## src/sv/eslc_ram.sv

```systemverilog
`default_nettype none
module eslc_ram #(
    parameter int AW = 8,
    parameter int DW = 8
) (
    input  wire logic          aclk,
    input  wire logic          we,
    input  wire logic [AW-1:0] waddr,
    input  wire logic [DW-1:0] wdata,
    input  wire logic [AW-1:0] raddr,
    output logic      [DW-1:0] rdata
);
    logic [DW-1:0] mem [2**AW];
    always_ff @(posedge aclk) begin
        if (we) mem[waddr] <= wdata;
        rdata <= mem[raddr];
    end
endmodule
`default_nettype wire

```

## config.mk

```make
export PLATFORM = sky130hd
export DESIGN_NAME = eslc_ram
export DESIGN_NICKNAME = d
export VERILOG_FILES = /design/src/sv/eslc_ram.sv
export SDC_FILE = /design/constraint.sdc
export NUM_CORES = 2
export LEC_CHECK = 0
export BUFFER_PORTS_ARGS = -buffer_cell sky130_fd_sc_hd__clkbuf_2
export CAP_MARGIN = 20
export CORE_MARGIN = 10
export CORE_UTILIZATION = 63
export CTS_CLUSTER_DIAMETER = 50
export DETAILED_ROUTE_END_ITERATION = 6
export PLACE_DENSITY = 0.84
export REMOVE_ABC_BUFFERS = 1
export SYNTH_ARGS = -nofsm -noshare
export SYNTH_HDL_FRONTEND = slang
export SYNTH_SLANG_ARGS = --single-unit
```

## constraint.sdc

```tcl
create_clock -name aclk -period 3 [get_ports aclk]
set_input_delay 0.3 -clock aclk [delete_from_list [all_inputs] [get_ports aclk]]
set_output_delay 0.3 -clock aclk [all_outputs]
set_load 0.005 [all_outputs]
```

* Word level (Yosys, flattened, before mapping)
Memory sizes are Yosys's and may differ from the RTL's. A register that Yosys moved wholly into a read port is not among the register bits.
Index checks and enable logic that the tools add are counted.
Widths: inputs -> output; s select.
** Word-level totals
- Flip-flop bits (word level) :: 0
- Bits in latches :: 0
- Bits in writable memories :: 2048
- ROM bits :: 0
- Input port bits :: 26
- Output and inout port bits :: 8
- Memories :: 1
** Memories
- mem :: words 256, width 8, read ports 1, clocked after memory_dff 1, write ports 1, line 13 : logic [DW-1:0] mem [2**AW];
** Operators by class
- Add/sub/neg operators :: 0
- $mul :: 0
- Divide/modulo/power cells :: 0
- Magnitude comparators :: 0
- Equal/unequal tests :: 0
- Shift-type cells :: 0
- Mux-type cells :: 2
- Bitwise logic cells :: 0
- Reduce and logical (&&, ||, !) cells :: 0
** Operator list (count)
- $mux 1 :: 2

* Longest topological paths before layout
- Depth after elaboration :: 2
- Gate-level depth with buffers :: 11
- Depth with buffers taken out :: 6

* Least setup slack after synthesis
OpenSTA, ideal clock, no wires.
- Path type :: input to register
- From :: input port raddr[0]
- To :: register rdata[2] (read register of mem)
- Setup time :: 0.131 ns
- Arrival :: 2.107 ns
- Required time :: 2.869 ns
- Setup slack :: 0.762 ns
- Stages :: 9
- Path buffers :: 4
- Cell sequence :: buf_6 > buf_12 > buf_8 > buf_2 > mux4_2 > a22oi_1 > a21oi_1 > nor4_1 > nor4_2
** RTL lines
- from (decl) :: line 10 : input wire logic [AW-1:0] raddr,
- to (decl) :: line 11 : output logic [DW-1:0] rdata

==> out/qor.txt <==
EDFF count, synth: 2048
CTS Hold Bufs: 3
gr usage total: 0.324
post-route ant nets: 0
die span in x: 375 um
Clock Sink Count: 2056
Static Leak: 29.2 nW
die area: 141000 um^2
worst vdd ir: 670 uV
CTS tree: built
clock share of power: 0.415
largest net degree at the start of global routing: 127
most frequent cells after synthesis: 2048 x edfxtp_1, 454 x mux4_2, 282 x nor2_1
drc violations: 27
# resized after CTS: 0
post-synth top area share: 0.773
failing checks: design-rule violations
worst slack, placed: -0.399 ns
Worst-Skew Late Latency: 0.85 ns
global-route wire length before repair: 328000 um
Design Power: 59.8 mW
Initial Utilization: 0.634
fin crit share: 0.963
Switching Share: 0.221
WL per Instance: 37.8 um
Synth Warn #: 0
setup violators final: 0
First-pass DRT Iterations: 7
wirelength, routed: 228000 um
initial DRC count: 8333
Syn Area/Cell: 21.3 um^2
HP Class: input port to register
Post-Synthesis Cells: 3733
Die Y-Extent: 375 um
DP HPWL: 126000 um
final core occ: 0.725
max-slew violations: 0
share of post-route cells with drive strength above 1: 0.288
setup ws final: 0.111 ns
Synth area leader: edfxtp_1
via count: 44700
Setup crit end kind: register
Final nets: 4231
flops & latches, synth: 2056
crit path kind: register to register
total CTS buffers: 194
GRT Residual Overflow: 0
Int Power: 46.5 mW
Max clock buf depth: 3
P&R area growth vs syn: 14.4%
Synth cell types: 55
port bufs: 33
final estimated routing congestion in global placement: 0.905
Sequential Power Share: 0.531
synth top area cells: edfxtp_1 77%, mux4_2 13%, mux2i_1 1.7%
RSZ-0062 raised after global routing: false
minimum clock period: 2.89 ns
Rows: 130
initial antenna violation count: 15
routed vias/inst: 7.41
crit path DAT: 3.57 ns
most frequent cell after synthesis: edfxtp_1
Max-Cap Viols: 0
CTS H-tree depth: 4
Top Ports: 34
Worst Tran Pin Value: 1.10 ns
sequential element share of the synthesized area: 0.775
outcome: complete, but fails checks
core region area: 126000 um^2
asr flop ratio synth: 0
Comb pwr share: 0.054
Startpoint Class: register
Clock Tree Root: clkbuf_16
Area after DPL: 84600 um^2
Hold Violations, Final: 0
FMAX: 346 MHz
pwr dens: 656 nW/um^2
design area: 91000 um^2
Post-synth top flop: edfxtp_1
vias in the first global route: 45000
postcts setup bufs: 0
Clock Pin Slew Worst Setup and Hold Paths: 0.07 ns
Setup Skew: 0.0403 ns
Worst slew margin: 0.262
Post-Syn Area: 79600 um^2
Worst Path Required: 3.68 ns
Max Fanout on Critical Path: 1
sw power: 13.2 mW
==> placed cells by master (no fill, tap or decap), types with 10 or more instances in the layout <==
cell,netlist,routed
o211ai_1,10,10
o22ai_1,28,28
clkbuf_16,0,198
clkbuf_1,111,42
nor3_1,22,22
o21ai_0,10,10
a21oi_1,96,96
bufinv_16,0,17
nor4_1,24,24
buf_12,8,48
a221oi_1,13,13
nand3_1,34,34
buf_4,27,426
clkinv_2,0,38
nand2_1,33,33
o221ai_1,46,46
clkbuf_2,0,21
clkbuf_8,0,11
a22oi_1,133,133
mux4_2,454,454
a211oi_1,16,16
clkinv_1,1,41
edfxtp_1,2048,2048
nor2b_1,31,28
nor2_1,282,279
diode_2,0,14
nand4_1,10,10
mux2i_1,134,134
==> final timing paths <==
check                                     startpoint                     to  slack (ns)  depth (start not counted)
worst max-delay path            mem[96][2]$_DFFE_PP_       rdata[2]$_DFF_P_        0.11                          8
worst min register to register  mem[41][3]$_DFFE_PP_       rdata[3]$_DFF_P_        1.16                          7
worst min-delay path                        wdata[5]  mem[149][5]$_DFFE_PP_        0.06                          1
worst max register to register  mem[96][2]$_DFFE_PP_       rdata[2]$_DFF_P_        0.11                          8
==> per-stage QoR <==
stage	TNS, ns	std cells	hold slack [ns]
after floorplan	0	3500	0.399
after global placement	-1.27	5656	0.633
after detailed placement	-1.70	5656	0.633
after CTS	0	6018	0.0171
after global routing	0	6022	0.0600
final	0	6032	0.0598
==> final cells by class <==
class	count	area, um^2
sequential	2056	61700
fill	6373	34500
multi-input combinational	1442	16500
clock buffer	243	5150
timing repair buffer	509	4440
tap	1650	2060
clock inverter	116	1190
antenna	14	35.0
inverter	2	7.51
==> registers in the layout, indices dropped and copies added, names as in the netlist <==
| register | flops |
|---|---|
| mem | 2048 |
| rdata | 8 |
==> power groups by stage <==
stage / clock (mW) / sequential [mW] / combinational (mW)
finish: 24.8 / 31.7 / 3.23
detailed placement: 0 / 32.3 / 3.00
floorplan: 0 / 32.3 / 1.11
global placement: 0 / 32.3 / 2.89
CTS: 24.8 / 31.7 / 3.13
global route: 25.8 / 31.7 / 3.29
==> per-layer routing <==
metal / part of all wire / vias to the layer above / wire, um / global-route usage
met5: 0.00057 / - / 129 / 0
met4: 0.074 / 18 / 17000 / 0.197
met3: 0.14 / 1086 / 32400 / 0.0947
met2: 0.47 / 4616 / 108000 / 0.509
met1: 0.31 / 22300 / 70300 / 0.402
li1: - / 16600 / - / -
==> worst max-delay path: stages, from the launching register on <==
cell and delay [ns]:
edfxtp_1 0.42, mux4_2 0.47, nor2b_1 0.16, a211oi_1 0.37, buf_4 0.21, nor3_1 0.06
nor4_1 0.75, buf_4 0.25, nor4_2 0.05
==> kinds of logic after synthesis <==
group	share of synthesized area
muxes	0.146
buffers and inverters	0.0183
and+or+nand+nor	0.0263
DFF	0.775
AOI/OAI and AO/OA	0.0342
No activity file was read; power rests on OpenSTA's default activity.
